[src/design/sprps_pkg.sv]
package sprps_pkg;

  localparam int MODE_W = 3;
  localparam int KIND_W = 2;
  localparam int ACT_W  = 2;
  localparam int DEV_W  = 7;
  localparam int ADDR_W = 16;
  localparam int CNT_W  = 10;
  localparam int BYTE_W = 8;
  localparam int CFG_IDX_W  = 2;
  localparam int CFG_DATA_W = 16;
  localparam int IN_DATA_W  = 16;
  localparam int OUT_DATA_W = 40;

  localparam logic [MODE_W-1:0] MODE_TICK    = 3'd0;
  localparam logic [MODE_W-1:0] MODE_KEY_REC = 3'd1;
  localparam logic [MODE_W-1:0] MODE_KEY_PB  = 3'd2;
  localparam logic [MODE_W-1:0] MODE_KEY_CLR = 3'd3;
  localparam logic [MODE_W-1:0] MODE_READ    = 3'd4;

  localparam logic [KIND_W-1:0] KIND_DUTY = 2'd0;
  localparam logic [KIND_W-1:0] KIND_WR   = 2'd1;
  localparam logic [KIND_W-1:0] KIND_REQ  = 2'd2;

  localparam logic [ACT_W-1:0] ACT_IDLE = 2'd0;
  localparam logic [ACT_W-1:0] ACT_REC  = 2'd1;
  localparam logic [ACT_W-1:0] ACT_PB   = 2'd2;
  localparam logic [ACT_W-1:0] ACT_CLR  = 2'd3;

  localparam logic [CFG_IDX_W-1:0] REG_DEVICE = 2'd0;
  localparam logic [CFG_IDX_W-1:0] REG_START  = 2'd1;
  localparam logic [CFG_IDX_W-1:0] REG_LIMIT  = 2'd2;

  localparam logic [DEV_W-1:0]  RST_DEVICE = 7'h50;
  localparam logic [ADDR_W-1:0] RST_START  = 16'h0050;
  localparam logic [CNT_W-1:0]  RST_LIMIT  = 10'd1000;

  typedef struct packed {
    logic              exec;
    logic              emit;
    logic [KIND_W-1:0] kind;
    logic              last;
  } ctl_cmd_t;

  typedef struct packed {
    logic flush;
    logic duty;
    logic pg_end;
    logic out_free;
    logic fl_end;
  } ctl_st_t;

  function automatic logic [ACT_W-1:0] act_code(input logic rec, input logic pb,
                                                input logic clr);
    logic [ACT_W-1:0] c;
    if (rec) c = ACT_REC;
    else if (pb) c = ACT_PB;
    else if (clr) c = ACT_CLR;
    else c = ACT_IDLE;
    return c;
  endfunction

endpackage

[src/design/sprps_ram.sv]
module sprps_ram #(
  parameter int WIDTH = 8,
  parameter int DEPTH = 32
) (
  input  logic                     clk,
  input  logic                     we,
  input  logic [$clog2(DEPTH)-1:0] waddr,
  input  logic [WIDTH-1:0]         wdata,
  input  logic                     re,
  input  logic [$clog2(DEPTH)-1:0] raddr,
  output logic [WIDTH-1:0]         rdata
);

  logic [WIDTH-1:0] mem [DEPTH];
  logic [WIDTH-1:0] rdata_r;

  always_ff @(posedge clk) begin
    if (we) begin
      mem[waddr] <= wdata;
    end
    if (re) begin
      rdata_r <= mem[raddr];
    end
  end

  assign rdata = rdata_r;

endmodule

[src/design/sprps_ctrl.sv]
module sprps_ctrl (
  input  logic                clk,
  input  logic                rst_n,
  input  logic                in_tvalid,
  output logic                in_tready,
  input  sprps_pkg::ctl_st_t  st,
  output sprps_pkg::ctl_cmd_t cmd
);
  import sprps_pkg::*;

  localparam logic [2:0] S_IDLE  = 3'd0;
  localparam logic [2:0] S_DUTY  = 3'd1;
  localparam logic [2:0] S_DUTYE = 3'd2;
  localparam logic [2:0] S_REQ   = 3'd3;
  localparam logic [2:0] S_FLUSH = 3'd4;

  logic [2:0] state_r, state_nxt;

  assign in_tready = (state_r == S_IDLE);

  always_comb begin
    state_nxt = state_r;
    cmd.exec  = 1'b0;
    cmd.emit  = 1'b0;
    cmd.kind  = KIND_DUTY;
    cmd.last  = 1'b0;
    case (state_r)
      S_IDLE: begin
        if (in_tvalid) begin
          cmd.exec = 1'b1;
          if (st.flush) state_nxt = S_FLUSH;
          else if (st.pg_end) state_nxt = S_DUTYE;
          else if (st.duty) state_nxt = S_DUTY;
        end
      end
      S_DUTY: begin
        if (st.out_free) begin
          cmd.emit  = 1'b1;
          cmd.last  = 1'b1;
          state_nxt = S_IDLE;
        end
      end
      S_DUTYE: begin
        if (st.out_free) begin
          cmd.emit  = 1'b1;
          state_nxt = S_REQ;
        end
      end
      S_REQ: begin
        cmd.kind = KIND_REQ;
        if (st.out_free) begin
          cmd.emit  = 1'b1;
          cmd.last  = 1'b1;
          state_nxt = S_IDLE;
        end
      end
      S_FLUSH: begin
        cmd.kind = KIND_WR;
        if (st.out_free) begin
          cmd.emit = 1'b1;
          cmd.last = st.fl_end;
          if (st.fl_end) state_nxt = S_IDLE;
        end
      end
      default: begin
        state_nxt = S_IDLE;
      end
    endcase
  end

  always_ff @(posedge clk) begin
    if (!rst_n) begin
      state_r <= S_IDLE;
    end else begin
      state_r <= state_nxt;
    end
  end

endmodule

[src/design/sprps_dp.sv]
module sprps_dp #(
  parameter int PAGE_BYTES = 32
) (
  input  logic                                 clk,
  input  logic                                 rst_n,
  input  logic [sprps_pkg::IN_DATA_W-1:0]      in_tdata,
  input  logic [sprps_pkg::MODE_W-1:0]         in_tuser,
  input  logic                                 cfg_we,
  input  logic [sprps_pkg::CFG_IDX_W-1:0]      cfg_addr,
  input  logic [sprps_pkg::CFG_DATA_W-1:0]     cfg_wdata,
  input  sprps_pkg::ctl_cmd_t                  cmd,
  output sprps_pkg::ctl_st_t                   st,
  output logic                                 out_tvalid,
  input  logic                                 out_tready,
  output logic [sprps_pkg::OUT_DATA_W-1:0]     out_tdata,
  output logic [sprps_pkg::KIND_W-1:0]         out_tuser,
  output logic                                 out_tlast
);
  import sprps_pkg::*;

  localparam int IDX_W  = $clog2(PAGE_BYTES);
  localparam int FILL_W = $clog2(PAGE_BYTES + 1);
  localparam logic [IDX_W-1:0]  LAST_IDX  = IDX_W'(PAGE_BYTES - 1);
  localparam logic [FILL_W-1:0] FILL_FULL = FILL_W'(PAGE_BYTES);
  localparam logic [ADDR_W-1:0] PAGE_STEP = ADDR_W'(PAGE_BYTES);

  logic [DEV_W-1:0]  dev_r;
  logic [ADDR_W-1:0] start_r;
  logic [CNT_W-1:0]  limit_r;

  logic              rec_on_r, rec_on_nxt;
  logic              pb_on_r, pb_on_nxt;
  logic              clr_on_r, clr_on_nxt;
  logic [IDX_W-1:0]  bi_r, bi_nxt;
  logic [CNT_W-1:0]  pc_r, pc_nxt, pc_inc;
  logic [ADDR_W-1:0] addr_r, addr_nxt, addr_adv;
  logic [FILL_W-1:0] fill_r, fill_nxt;
  logic [IDX_W-1:0]  rd_ptr_r, rd_ptr_nxt;
  logic [ADDR_W-1:0] snap_r;
  logic [ACT_W-1:0]  act_r;

  logic [PAGE_BYTES-1:0] rec_vld_r;
  logic [PAGE_BYTES-1:0] pb_vld_r;
  logic                  rec_vq_r;
  logic                  pb_vq_r;

  logic              out_vld_r;
  logic [KIND_W-1:0] out_kind_r;
  logic [DEV_W-1:0]  out_dev_r;
  logic [ADDR_W-1:0] out_addr_r;
  logic [BYTE_W-1:0] out_data_r;
  logic              out_last_r;
  logic [ACT_W-1:0]  out_act_r;

  logic [MODE_W-1:0] mode;
  logic [BYTE_W-1:0] sample;
  logic [BYTE_W-1:0] rbyte;
  logic              tick, tick_rec, tick_pb, tick_clr, page_full, fill_ok;

  logic              rec_we, pb_we;
  logic [IDX_W-1:0]  pb_waddr;
  logic [BYTE_W-1:0] rec_wdata, pb_wdata;
  logic [BYTE_W-1:0] rec_dout, pb_dout, rec_byte, pb_byte;
  logic              out_free;

  assign mode   = in_tuser;
  assign sample = in_tdata[7:0];
  assign rbyte  = in_tdata[15:8];

  assign tick      = (mode == MODE_TICK);
  assign tick_rec  = tick & rec_on_r;
  assign tick_pb   = tick & !rec_on_r & pb_on_r;
  assign tick_clr  = tick & !rec_on_r & !pb_on_r & clr_on_r;
  assign page_full = (bi_r == LAST_IDX);
  assign fill_ok   = (fill_r < FILL_FULL);
  assign out_free  = !out_vld_r | out_tready;

  assign st.flush    = (tick_rec | tick_clr) & page_full;
  assign st.duty     = tick_pb;
  assign st.pg_end   = tick_pb & page_full;
  assign st.out_free = out_free;
  assign st.fl_end   = (rd_ptr_r == LAST_IDX);

  // step update
  always_comb begin
    rec_on_nxt = rec_on_r;
    pb_on_nxt  = pb_on_r;
    clr_on_nxt = clr_on_r;
    bi_nxt     = bi_r;
    pc_nxt     = pc_r;
    addr_nxt   = addr_r;
    fill_nxt   = fill_r;
    pc_inc     = page_full ? pc_r + 1'b1 : pc_r;
    addr_adv   = page_full ? addr_r + PAGE_STEP : addr_r;
    if (cmd.exec) begin
      case (mode)
        MODE_TICK: begin
          if (tick_rec | tick_clr) begin
            bi_nxt = page_full ? '0 : bi_r + 1'b1;
            if (pc_inc == limit_r) begin
              rec_on_nxt = rec_on_r & !tick_rec;
              clr_on_nxt = clr_on_r & !tick_clr;
              pc_nxt     = '0;
              addr_nxt   = start_r;
            end else begin
              pc_nxt   = pc_inc;
              addr_nxt = addr_adv;
            end
          end else if (tick_pb) begin
            if (page_full) begin
              bi_nxt   = '0;
              fill_nxt = '0;
              addr_nxt = addr_adv;
              pc_nxt   = pc_inc;
            end else begin
              bi_nxt = bi_r + 1'b1;
              if (pc_r == limit_r) begin
                pb_on_nxt = 1'b0;
                pc_nxt    = '0;
                addr_nxt  = start_r;
              end
            end
          end
        end
        MODE_KEY_REC: begin
          rec_on_nxt = 1'b1;
          pb_on_nxt  = 1'b0;
        end
        MODE_KEY_PB: begin
          rec_on_nxt = 1'b0;
          pb_on_nxt  = 1'b1;
        end
        MODE_KEY_CLR: begin
          rec_on_nxt = 1'b0;
          pb_on_nxt  = 1'b0;
          clr_on_nxt = 1'b1;
        end
        MODE_READ: begin
          if (fill_ok) fill_nxt = fill_r + 1'b1;
        end
        default: begin
        end
      endcase
    end
  end

  // page buffers
  assign rec_we    = cmd.exec & (tick_rec | tick_clr);
  assign rec_wdata = tick_rec ? sample : '0;
  assign pb_we     = cmd.exec & (tick_clr | ((mode == MODE_READ) & fill_ok));
  assign pb_waddr  = tick_clr ? bi_r : fill_r[IDX_W-1:0];
  assign pb_wdata  = tick_clr ? '0 : rbyte;

  always_comb begin
    rd_ptr_nxt = rd_ptr_r;
    if (cmd.exec) rd_ptr_nxt = '0;
    else if (cmd.emit && cmd.kind == KIND_WR) rd_ptr_nxt = st.fl_end ? '0 : rd_ptr_r + 1'b1;
  end

  sprps_ram #(.WIDTH(BYTE_W), .DEPTH(PAGE_BYTES)) u_rec_ram (
    .clk   (clk),
    .we    (rec_we),
    .waddr (bi_r),
    .wdata (rec_wdata),
    .re    (1'b1),
    .raddr (rd_ptr_nxt),
    .rdata (rec_dout)
  );

  sprps_ram #(.WIDTH(BYTE_W), .DEPTH(PAGE_BYTES)) u_pb_ram (
    .clk   (clk),
    .we    (pb_we),
    .waddr (pb_waddr),
    .wdata (pb_wdata),
    .re    (cmd.exec),
    .raddr (bi_r),
    .rdata (pb_dout)
  );

  // never-written entries read as zero
  assign rec_byte = rec_vq_r ? rec_dout : '0;
  assign pb_byte  = pb_vq_r ? pb_dout : '0;

  always_ff @(posedge clk) begin
    if (!rst_n) begin
      dev_r     <= RST_DEVICE;
      start_r   <= RST_START;
      limit_r   <= RST_LIMIT;
      rec_on_r  <= 1'b0;
      pb_on_r   <= 1'b0;
      clr_on_r  <= 1'b0;
      bi_r      <= '0;
      pc_r      <= '0;
      addr_r    <= RST_START;
      fill_r    <= '0;
      rd_ptr_r  <= '0;
      rec_vld_r <= '0;
      pb_vld_r  <= '0;
      out_vld_r <= 1'b0;
    end else begin
      if (cfg_we) begin
        case (cfg_addr)
          REG_DEVICE: dev_r   <= cfg_wdata[DEV_W-1:0];
          REG_START:  start_r <= cfg_wdata[ADDR_W-1:0];
          REG_LIMIT:  limit_r <= cfg_wdata[CNT_W-1:0];
          default: begin
          end
        endcase
      end
      rec_on_r <= rec_on_nxt;
      pb_on_r  <= pb_on_nxt;
      clr_on_r <= clr_on_nxt;
      bi_r     <= bi_nxt;
      pc_r     <= pc_nxt;
      addr_r   <= addr_nxt;
      fill_r   <= fill_nxt;
      rd_ptr_r <= rd_ptr_nxt;
      if (rec_we) rec_vld_r[bi_r] <= 1'b1;
      if (pb_we) pb_vld_r[pb_waddr] <= 1'b1;
      if (cmd.emit) out_vld_r <= 1'b1;
      else if (out_tready) out_vld_r <= 1'b0;
    end
  end

  always_ff @(posedge clk) begin
    rec_vq_r <= rec_vld_r[rd_ptr_nxt];
    if (cmd.exec) begin
      pb_vq_r <= pb_vld_r[bi_r];
      snap_r  <= addr_r;
      act_r   <= act_code(rec_on_nxt, pb_on_nxt, clr_on_nxt);
    end
    if (cmd.emit) begin
      out_kind_r <= cmd.kind;
      out_last_r <= cmd.last;
      out_act_r  <= act_r;
      case (cmd.kind)
        KIND_WR: begin
          out_dev_r  <= dev_r;
          out_addr_r <= snap_r;
          out_data_r <= rec_byte;
        end
        KIND_REQ: begin
          out_dev_r  <= dev_r;
          out_addr_r <= snap_r;
          out_data_r <= '0;
        end
        default: begin
          out_dev_r  <= '0;
          out_addr_r <= '0;
          out_data_r <= pb_byte;
        end
      endcase
    end
  end

  assign out_tvalid = out_vld_r;
  assign out_tuser  = out_kind_r;
  assign out_tlast  = out_last_r;
  assign out_tdata  = {7'b0, out_act_r, out_data_r, out_addr_r, out_dev_r};

endmodule

[src/design/sample_page_record_playback_sequencer.sv]
// Channel  Ports                       Contents
// in       in_tvalid/tready/tdata/tuser tuser: mode; tdata: sample, read_byte
// out      out_tvalid/tready/tdata/tuser/tlast  tuser: kind; tdata: see port
// cfg      cfg_we/cfg_addr/cfg_wdata   0 device_address, 1 start_address, 2 page_limit
//
// Keys, read bytes and idle ticks finish on acceptance; a playback tick
// then emits its duty byte (and the read request at a page end); a tick
// that fills a page writes it out, one byte a cycle while the output is
// free, from the single-read page RAM. Reset is synchronous; page buffers
// read as zero from reset through per-entry valid flags, no clearing pass.
module sample_page_record_playback_sequencer #(
  parameter int PAGE_BYTES = 32
) (
  input  logic        clk,
  input  logic        rst_n,
  input  logic        in_tvalid,
  output logic        in_tready,
  input  logic [15:0] in_tdata,   // sample[7:0], read_byte[15:8]
  input  logic [2:0]  in_tuser,   // mode[2:0]
  output logic        out_tvalid,
  input  logic        out_tready,
  output logic [39:0] out_tdata,  // bus_device[6:0], mem_address[22:7],
                                  // data_byte[30:23], active_mode[32:31], zero[39:33]
  output logic [1:0]  out_tuser,  // kind[1:0]
  output logic        out_tlast,
  input  logic        cfg_we,
  input  logic [1:0]  cfg_addr,
  input  logic [15:0] cfg_wdata
);
  import sprps_pkg::*;

  ctl_cmd_t cmd;
  ctl_st_t  st;

  sprps_ctrl u_ctrl (
    .clk       (clk),
    .rst_n     (rst_n),
    .in_tvalid (in_tvalid),
    .in_tready (in_tready),
    .st        (st),
    .cmd       (cmd)
  );

  sprps_dp #(.PAGE_BYTES(PAGE_BYTES)) u_dp (
    .clk        (clk),
    .rst_n      (rst_n),
    .in_tdata   (in_tdata),
    .in_tuser   (in_tuser),
    .cfg_we     (cfg_we),
    .cfg_addr   (cfg_addr),
    .cfg_wdata  (cfg_wdata),
    .cmd        (cmd),
    .st         (st),
    .out_tvalid (out_tvalid),
    .out_tready (out_tready),
    .out_tdata  (out_tdata),
    .out_tuser  (out_tuser),
    .out_tlast  (out_tlast)
  );

`ifndef SYNTHESIS
  a_busy_after_req: assert property (@(posedge clk) disable iff (!rst_n)
    in_tvalid && in_tready && (st.flush || st.duty) |=> !in_tready)
    else $error("request with results accepted but input still ready");

  a_req_is_last: assert property (@(posedge clk) disable iff (!rst_n)
    out_tvalid && out_tuser == KIND_REQ |-> out_tlast)
    else $error("page read request not marked last");

  a_duty_no_bus: assert property (@(posedge clk) disable iff (!rst_n)
    out_tvalid && out_tuser == KIND_DUTY |-> out_tdata[22:0] == 23'd0)
    else $error("duty result carries bus fields");

  a_no_emit_on_accept: assert property (@(posedge clk) disable iff (!rst_n)
    cmd.exec |-> !cmd.emit)
    else $error("result loaded in the accept cycle");
`endif

endmodule

[config.mk]
export PLATFORM = sky130hd
export DESIGN_NAME = sample_page_record_playback_sequencer
export DESIGN_NICKNAME = d
export VERILOG_FILES = /design/src/design/sprps_pkg.sv /design/src/design/sprps_ram.sv /design/src/design/sprps_ctrl.sv /design/src/design/sprps_dp.sv /design/src/design/sample_page_record_playback_sequencer.sv
export SDC_FILE = /design/constraint.sdc
export NUM_CORES = 1
export LEC_CHECK = 0
export ABC_AREA = 1
export BUFFER_PORTS_ARGS = -buffer_cell sky130_fd_sc_hd__buf_4
export CAP_MARGIN = 20
export CORE_MARGIN = 10
export CORE_UTILIZATION = 55
export CTS_BUF_LIST = sky130_fd_sc_hd__clkbuf_8
export DETAILED_ROUTE_END_ITERATION = 6
export GPL_ROUTABILITY_DRIVEN = 0
export PLACE_DENSITY_LB_ADDON = 0.12
export SYNTH_ARGS = -nofsm -noshare
export SYNTH_HDL_FRONTEND = slang
export SYNTH_SLANG_ARGS = --single-unit
[constraint.sdc]
create_clock -name clk -period 5.3 [get_ports clk]
set_input_delay 0.53 -clock clk [delete_from_list [all_inputs] [get_ports clk]]
set_output_delay 0.53 -clock clk [all_outputs]
set_load 0.005 [all_outputs]
Word-level counts from Yosys, hierarchy flattened
Memories as Yosys holds them, arrays and structs flattened. A register that Yosys moved wholly into a read port is not among the register bits.
Index checks and enable logic that the tools add are counted.
{"block": "totals", "input_bits": 42, "out_inout_bits": 45, "register_bits": 202, "ram_bits": 512, "n_memories": 2}
{"block": "classes", "n_eq_ne": 26, "add_sub_neg": 5, "n_lt_le_gt_ge": 6, "bitwise": 17, "reduce_logical": 27, "muxes": 75}
{"memory": "u_dp.u_pb_ram.mem", "depth": 32, "width": 8, "rd": 1, "rd_ports_with_merged_regs": 1, "write_ports": 1, "line": "sprps_ram.sv:14", "source": "logic [WIDTH-1:0] mem [DEPTH];"}
{"memory": "u_dp.u_rec_ram.mem", "depth": 32, "width": 8, "rd": 1, "rd_ports_with_merged_regs": 1, "write_ports": 1, "line": "sprps_ram.sv:14"}
{"cell": "$mux W16", "count": 6}
{"cell": "$or A32 B32 Y32", "count": 2}
{"cell": "$mux W10", "count": 6}
{"cell": "$mux W5", "count": 7}
{"cell": "$mux W8", "count": 4}
{"cell": "$mux W1", "count": 26}
{"cell": "$mux W3", "count": 8}
{"cell": "$mux W6", "count": 4}
{"cell": "$eq A10 B10 Y1", "count": 2}
{"cell": "$lt A5 B6 Y1 const B", "count": 3}
{"cell": "$add A16 B6 Y16 const B", "count": 1}
{"cell": "$pmux W8 S2", "count": 1}
{"cell": "$and A1 B1 Y1", "count": 12}
{"cell": "$eq A3 B2 Y1 const B", "count": 4}
{"cell": "$pmux W3 S4", "count": 1}
{"cell": "$pmux W6 S2", "count": 1}
{"cell": "$reduce_and A6 Y1", "count": 2}
{"cell": "$add A10 B1 Y10 const B", "count": 1}
{"cell": "$add A5 B1 Y5 const B", "count": 2}
{"cell": "$bmux W1 S5", "count": 2}
{"cell": "$demux W1 S5", "count": 2}
{"cell": "$eq A5 B5 Y1 const B", "count": 2}
{"cell": "$ge A5 B1 Y1 const B", "count": 2}
{"cell": "$ne A2 B1 Y1 const B", "count": 5}
{"cell": "24 further kinds", "count": 50}

Logic depth before layout (Yosys ltp)
{"block": "logic_depth", "depth_word": 12, "mapped_depth": 19, "mapped_depth_nobuf": 18}

Hierarchy
A second synthesis with hierarchy kept.
{"block": "unflattened", "hier_cells": 3114, "area_unflattened_um2": 31542.8}
{"mod": "sprps_ram", "area_per_inst_um2": 10866.7, "cells_per_inst": 922, "n_inst": 2}
{"mod": "sprps_dp", "area_per_inst_um2": 9534.1, "cells_per_inst": 1219, "n_inst": 1}
{"mod": "sprps_ctrl", "area_per_inst_um2": 275.3, "cells_per_inst": 51, "n_inst": 1}

Least setup slack after synthesis
Ideal clock, no wire load.
{"block": "synth_timing", "path_kind": "register to register", "startpoint": "reg u_ctrl.state_r[2]", "endpoint": "reg u_dp.out_act_r[0] (enable)", "required_ns": 4.859, "setup_time_ns": 0.441, "stages_incl_launch_ff": 3, "arrival_time_ns": 2.390, "setup_slack_ns": 2.468, "cell_sequence": "dfxtp_1 > nand2_1 > a21oi_1"}
{"item": "from (decl)", "line": "sprps_ctrl.sv:17", "source": "logic [2:0] state_r, state_nxt;"}
{"item": "from (signal assigned)", "line": "sprps_ctrl.sv:75", "source": "state_r <= state_nxt;"}
{"item": "to (signal assigned)", "line": "sprps_dp.sv:235", "source": "out_act_r <= act_r;"}
{"item": "to (decl)", "line": "sprps_dp.sv:53", "source": "logic [ACT_W-1:0] out_act_r;"}

Worst setup path in the final report
{"block": "layout_timing", "startpoint": "reg u_dp.bi_r[0]", "endpoint": "reg u_dp.act_r[1] (data pin)"}
{"block": "layout_via", "elab_chain_len": 9, "elab_cells_between_ends": 18}
{"item": "from (decl)", "line": "sprps_dp.sv:34", "source": "logic [IDX_W-1:0] bi_r, bi_nxt;"}
{"item": "from (signal assigned)", "line": "sprps_dp.sv:213", "source": "bi_r <= bi_nxt;"}
{"item": "$eq A5 B5 Y1 (*)", "line": "sprps_dp.sv:74", "source": "assign page_full = (bi_r == LAST_IDX);"}
{"item": "$mux W10", "line": "sprps_dp.sv:93", "source": "pc_inc = page_full ? pc_r + 1'b1 : pc_r;"}
{"item": "$eq A10 B10 Y1", "line": "sprps_dp.sv:100", "source": "if (pc_inc == limit_r) begin"}
{"item": "$mux W1", "line": "sprps_dp.sv:100"}
{"item": "$mux W1", "line": "sprps_dp.sv:98", "source": "if (tick_rec | tick_clr) begin"}
{"item": "$pmux W1 S2", "line": "sprps_dp.sv:96", "source": "case (mode)"}
{"item": "$mux W1", "line": "sprps_dp.sv:95", "source": "if (cmd.exec) begin"}
{"item": "$mux W2", "line": "sprps_pkg.sv:58", "source": "else if (clr) c = ACT_CLR;"}
{"item": "$mux W2", "line": "sprps_pkg.sv:57", "source": "else if (pb) c = ACT_PB;"}
{"item": "to (signal assigned)", "line": "sprps_dp.sv:230", "source": "act_r <= act_code(rec_on_nxt, pb_on_nxt, clr_on_nxt);"}
{"item": "to (decl)", "line": "sprps_dp.sv:40", "source": "logic [ACT_W-1:0] act_r;"}
Mark *: on every way between the ends. The rest lies on a longest branch, timed or not.
A chain may end at the register's enable or synchronous reset.

==> impl_table.tex <==
\begin{tabular}{lr}
\hline
Metric & Value \\
\hline
\multicolumn{2}{l}{\textbf{Pwr}} \\
\quad P\_sw & 4.04 mW \\
\quad Fraction of power consumed by the clock network & 0.338 \\
\quad Power per cell area & 387 nW/um2 \\
\quad Relative contribution of sequential cells to total power & 0.486 \\
\quad Fraction of power spent switching nets & 0.298 \\
\quad Worst ir drop on vdd & 0.000315 V \\
\quad Leakage power summed over all cells & 13.7 nW \\
\quad Power share of the combinational group & 0.176 \\
\quad Cell internal power dissipation & 9.51 mW \\
\multicolumn{2}{l}{\textbf{Critical path}} \\
\quad Highest fanout seen on the critical path & 65 \\
\quad Buffer and inverter count on the worst path & 1 \\
\quad Crit path capture type & flop \\
\quad Critical path, cell by cell & ha\_1, inv\_1, nor2\_1, ha\_1, nand2\_1, nor2\_2, nand3\_1, o21ai\_0, nand2\_1, nor2\_4, nand2\_2, o21ai\_1, nand2\_1, nor2\_1, nor2\_1 \\
\quad Maximum cell stage delay along the critical path & a little under 0.8 ns \\
\quad Cell with the biggest individual delay on the critical path & dfxtp\_4 \\
\quad Data required time at the worst endpoint & 5.75 ns \\
\quad Kind of start point of the critical path & flop \\
\quad Arrival time at the worst endpoint & around 4.2 ns \\
\quad Worst Path Class, Setup & reg2reg \\
\quad Family of cells with the greatest summed delay on the critical path & simple AND/OR/NAND/NOR gates \\
\multicolumn{2}{l}{\textbf{Clocking}} \\
\quad Clock tree from TritonCTS & yes \\
\quad Number of setup buffers added after CTS & 0 \\
\quad TritonCTS Buffers & 115 \\
\quad Deepest level of the CTS H-tree & 3 \\
\quad Maximum buffer depth of the clock tree & 3 \\
\quad Register clock-pin slew on the reported worst setup and hold paths & roughly 0.06 ns \\
\quad Worst skew pair latency & 0.74 ns \\
\quad Clk sinks & 730 \\
\quad Cell at the root of the clock tree & clkbuf\_8 \\
\multicolumn{2}{l}{\textbf{Timing}} \\
\quad RSZ-0062 raised after global routing & false \\
\quad Final setup TNS & 0 ns \\
\quad Achievable Freq & 265 MHz \\
\quad Final setup margin & 1.52 ns \\
\quad Final hold vios & 0 \\
\quad Setup violators final & 0 \\
\quad Final Skew & 0.0374 ns \\
\quad Fin crit share & 0.713 \\
\quad Actual slew at the worst max-slew pin & 1.17 ns \\
\quad Minimum period implied by the final worst setup slack & 3.78 ns \\
\quad Number of max-slew violations in the final report & 0 \\
\quad Worst max-slew margin expressed relative to the limit & 0.218 \\
\multicolumn{2}{l}{\textbf{Min path}} \\
\quad Type of the worst min-delay path & in2reg \\
\multicolumn{2}{l}{\textbf{Synth}} \\
\quad Post-synth top area share & 0.546 \\
\quad Top cells by count, synth & 575 x edfxtp\_1, 408 x inv\_1, 406 x nand2\_1 \\
\quad Share of flip-flops with an asynchronous set or reset after synthesis & 0 \\
\quad Number of different library cells in the post-synthesis netlist & 45 \\
\quad Gate Count Post-Synth & roughly 3100 \\
\quad Post-synth EDFFs & $\sim$580 \\
\quad Largest cells by area after synthesis & edfxtp\_1 55\%, dfxtp\_1 9.8\%, inv\_1 4.8\% \\
\quad Cell area after synthesis & roughly 32000 um2 \\
\quad Syn Area/Cell & 10.1 um2 \\
\quad Flip-flop and latch count after synthesis & 730 \\
\quad Register area share after synthesis & 0.645 \\
\quad Post-synth top flop & edfxtp\_1 \\
\quad Cell type with the largest total area after synthesis & edfxtp\_1 \\
\quad Library cell with the highest instance count after synthesis & edfxtp\_1 \\
\quad Warnings, synthesis & 0 \\
\multicolumn{2}{l}{\textbf{Final layout}} \\
\quad Area added between synthesis and finish & 10.9\% \\
\quad Ratio of cells with drive above 1 in the final layout & 0.116 \\
\quad Area of all placed cells without fillers & 35000 um2 \\
\quad Number of filler cells placed in the layout & 4691 \\
\quad NumNets Final & 3251 \\
\multicolumn{2}{l}{\textbf{Route}} \\
\quad Count of unresolved DRC violations after routing & 0 \\
\quad Post-detailed-routing wire length & approximately 85000 um \\
\quad Post-route ant nets & 0 \\
\quad Mean routed wirelength per cell & 20.9 um \\
\quad Vias per cell & slightly below 6 \\
\quad DRC violation total after the first TritonRoute iteration & roughly 2500 \\
\quad Via count & 23500 \\
\quad First-pass detailed-route iteration total & 7 \\
\multicolumn{2}{l}{\textbf{Global route}} \\
\quad Largest net degree at the start of global routing & 94 \\
\quad Antenna violations before repair & 0 \\
\quad Total routing usage reported by global routing & 0.247 \\
\quad Congestion Overflow GR & 0 \\
\quad Number of global-route vias before repair & 22700 \\
\quad First-pass GRT wire length & 130000 um \\
\multicolumn{2}{l}{\textbf{Place}} \\
\quad Area of placed instances & 32800 um2 \\
\quad Worst setup slack before clock tree synthesis & 1.53 ns \\
\quad Detailed-placement wirelength estimate & 52100 um \\
\quad Total of buffers placed on input and output ports & just under 80 \\
\multicolumn{2}{l}{\textbf{Flow run}} \\
\quad MaxCap Viol Count & 0 \\
\multicolumn{2}{l}{\textbf{Die}} \\
\quad Initial Utilization & 0.558 \\
\quad I/O pin cnt & 87 \\
\quad Die boundary width & 260 um \\
\quad Core Rows & 87 \\
\quad Total Die Area & 67400 um2 \\
\quad Height of the chip & 260 um \\
\quad Core box area & $\sim$57000 um2 \\
\multicolumn{2}{l}{\textbf{Run status}} \\
\quad Run status & finished, final reports clean \\
\hline
\end{tabular}
-- path summary, 6_finish.rpt --
path	start	slack [ns]	end	cells after the start
hold reg to reg	u_dp.act_r[0]	0.42	u_dp.out_act_r[0]	0
setup / recovery	u_dp.bi_r[0]	1.52	u_dp.act_r[1]	15
hold / removal	cfg_wdata[15]	0.03	u_dp.start_r[15]	3
setup reg to reg	u_dp.bi_r[0]	1.52	u_dp.act_r[1]	15
-- layer usage --
metal | global-route usage | share of wire | vias to the layer above
met5 | 0 | 0 | -
met4 | 0.106 | 0.039 | 0
met3 | 0.0410 | 0.077 | 227
met2 | 0.400 | 0.48 | 1089
met1 | 0.327 | 0.41 | 11400
li1 | - | - | 10900
-- layout by cell type, fill, tap and decap left out, drive strengths merged, types with 2 or more instances in the layout --
master | Yosys | routed
edfxtp | 575 | 575
inv | 426 | 472
nor2 | 424 | 424
nand2 | 415 | 415
nand3 | 306 | 306
o21ai | 223 | 223
dfxtp | 155 | 155
nand4 | 152 | 152
clkbuf | 115 | 133
buf | 63 | 120
o22ai | 78 | 78
a21oi | 52 | 52
clkinv | 10 | 41
o21a | 32 | 32
nor3 | 23 | 23
xor2 | 13 | 13
a221oi | 12 | 12
a22o | 12 | 12
o211ai | 11 | 11
ha | 11 | 11
conb | 1 | 7
xnor2 | 6 | 6
or2 | 4 | 4
clkinvlp | 0 | 3
dlygate4sd3 | 0 | 3
a22oi | 2 | 2
o31ai | 2 | 2
a211oi | 2 | 2
bufinv | 0 | 2
-- worst min-delay path: cells and delay by family --
family	cells	cell delay (ns)
buffers and inverters	1	0.08
and+or+nand+nor	2	0.11
-- final cells by class --
| type | instances | area, um2 | area share |
|---|---|---|---|
| Sequential cell | 730 | 20400 | 0.582 |
| Tap cell | 756 | 946 | 0.0270 |
| Multi-Input combinational cell | 1792 | 8890 | 0.254 |
| Clock buffer | 133 | 1830 | 0.0523 |
| Inverter | 436 | 1640 | 0.0468 |
| Timing Repair Buffer | 123 | 943 | 0.0269 |
| Antenna cell | 1 | 2.50 | 0.0000714 |
| Clock inverter | 82 | 404 | 0.0115 |
-- cells by family after synthesis --
| logic type | after synthesis | share of synthesized area |
|---|---|---|
| and+or+nand+nor | 1328 | 0.189 |
| adders and majority gates | 11 | 0.00436 |
| AOI/OAI and AO/OA | 427 | 0.0786 |
| buffers and inverters | 614 | 0.0776 |
| DFF | 730 | 0.645 |
| xor gates and xnor gates | 19 | 0.00527 |
| other | 1 | 0.000119 |
-- flip-flops by register name, indices dropped and copies added (netlist names), 16 cells and up --
signal and count:
u_dp.u_pb_ram.mem 256, u_dp.u_rec_ram.mem 256, u_dp.pb_vld_r 32, u_dp.rec_vld_r 32, u_dp.addr_r 16, u_dp.out_addr_r 16
u_dp.snap_r 16, u_dp.start_r 16
-- metrics by stage --
step                      hold WS, ns  power [mW]  std cells  utilization
after CTS                     0.00360        13.6       4052        0.619
after global routing           0.0306        14.1       4052        0.619
after global placement          0.407        9.00       3833        0.579
after detailed placement        0.406        9.05       3834        0.579
after floorplan                 0.400        8.22       3136            -
final                          0.0330        13.6       4053        0.619
-- power by group through the flow --
| stage | logic (mW) | registers, mW | clock network, mW |
|---|---|---|---|
| 2_1_floorplan | 1.55 | 6.66 | 0 |
| 6_report | 2.39 | 6.59 | 4.58 |
| 3_5_place_dp | 2.35 | 6.70 | 0 |
| 3_3_place_gp | 2.30 | 6.69 | 0 |
| 4_1_cts | 2.37 | 6.58 | 4.64 |
| 5_1_grt | 2.61 | 6.60 | 4.89 |
-- repair_timing --
action	4_1_cts	5_1_grt
hold buffers	3	0
hold endpoints to repair	3	0
resized for setup	0	0
Note: power is estimated with default switching activity, not from simulation.
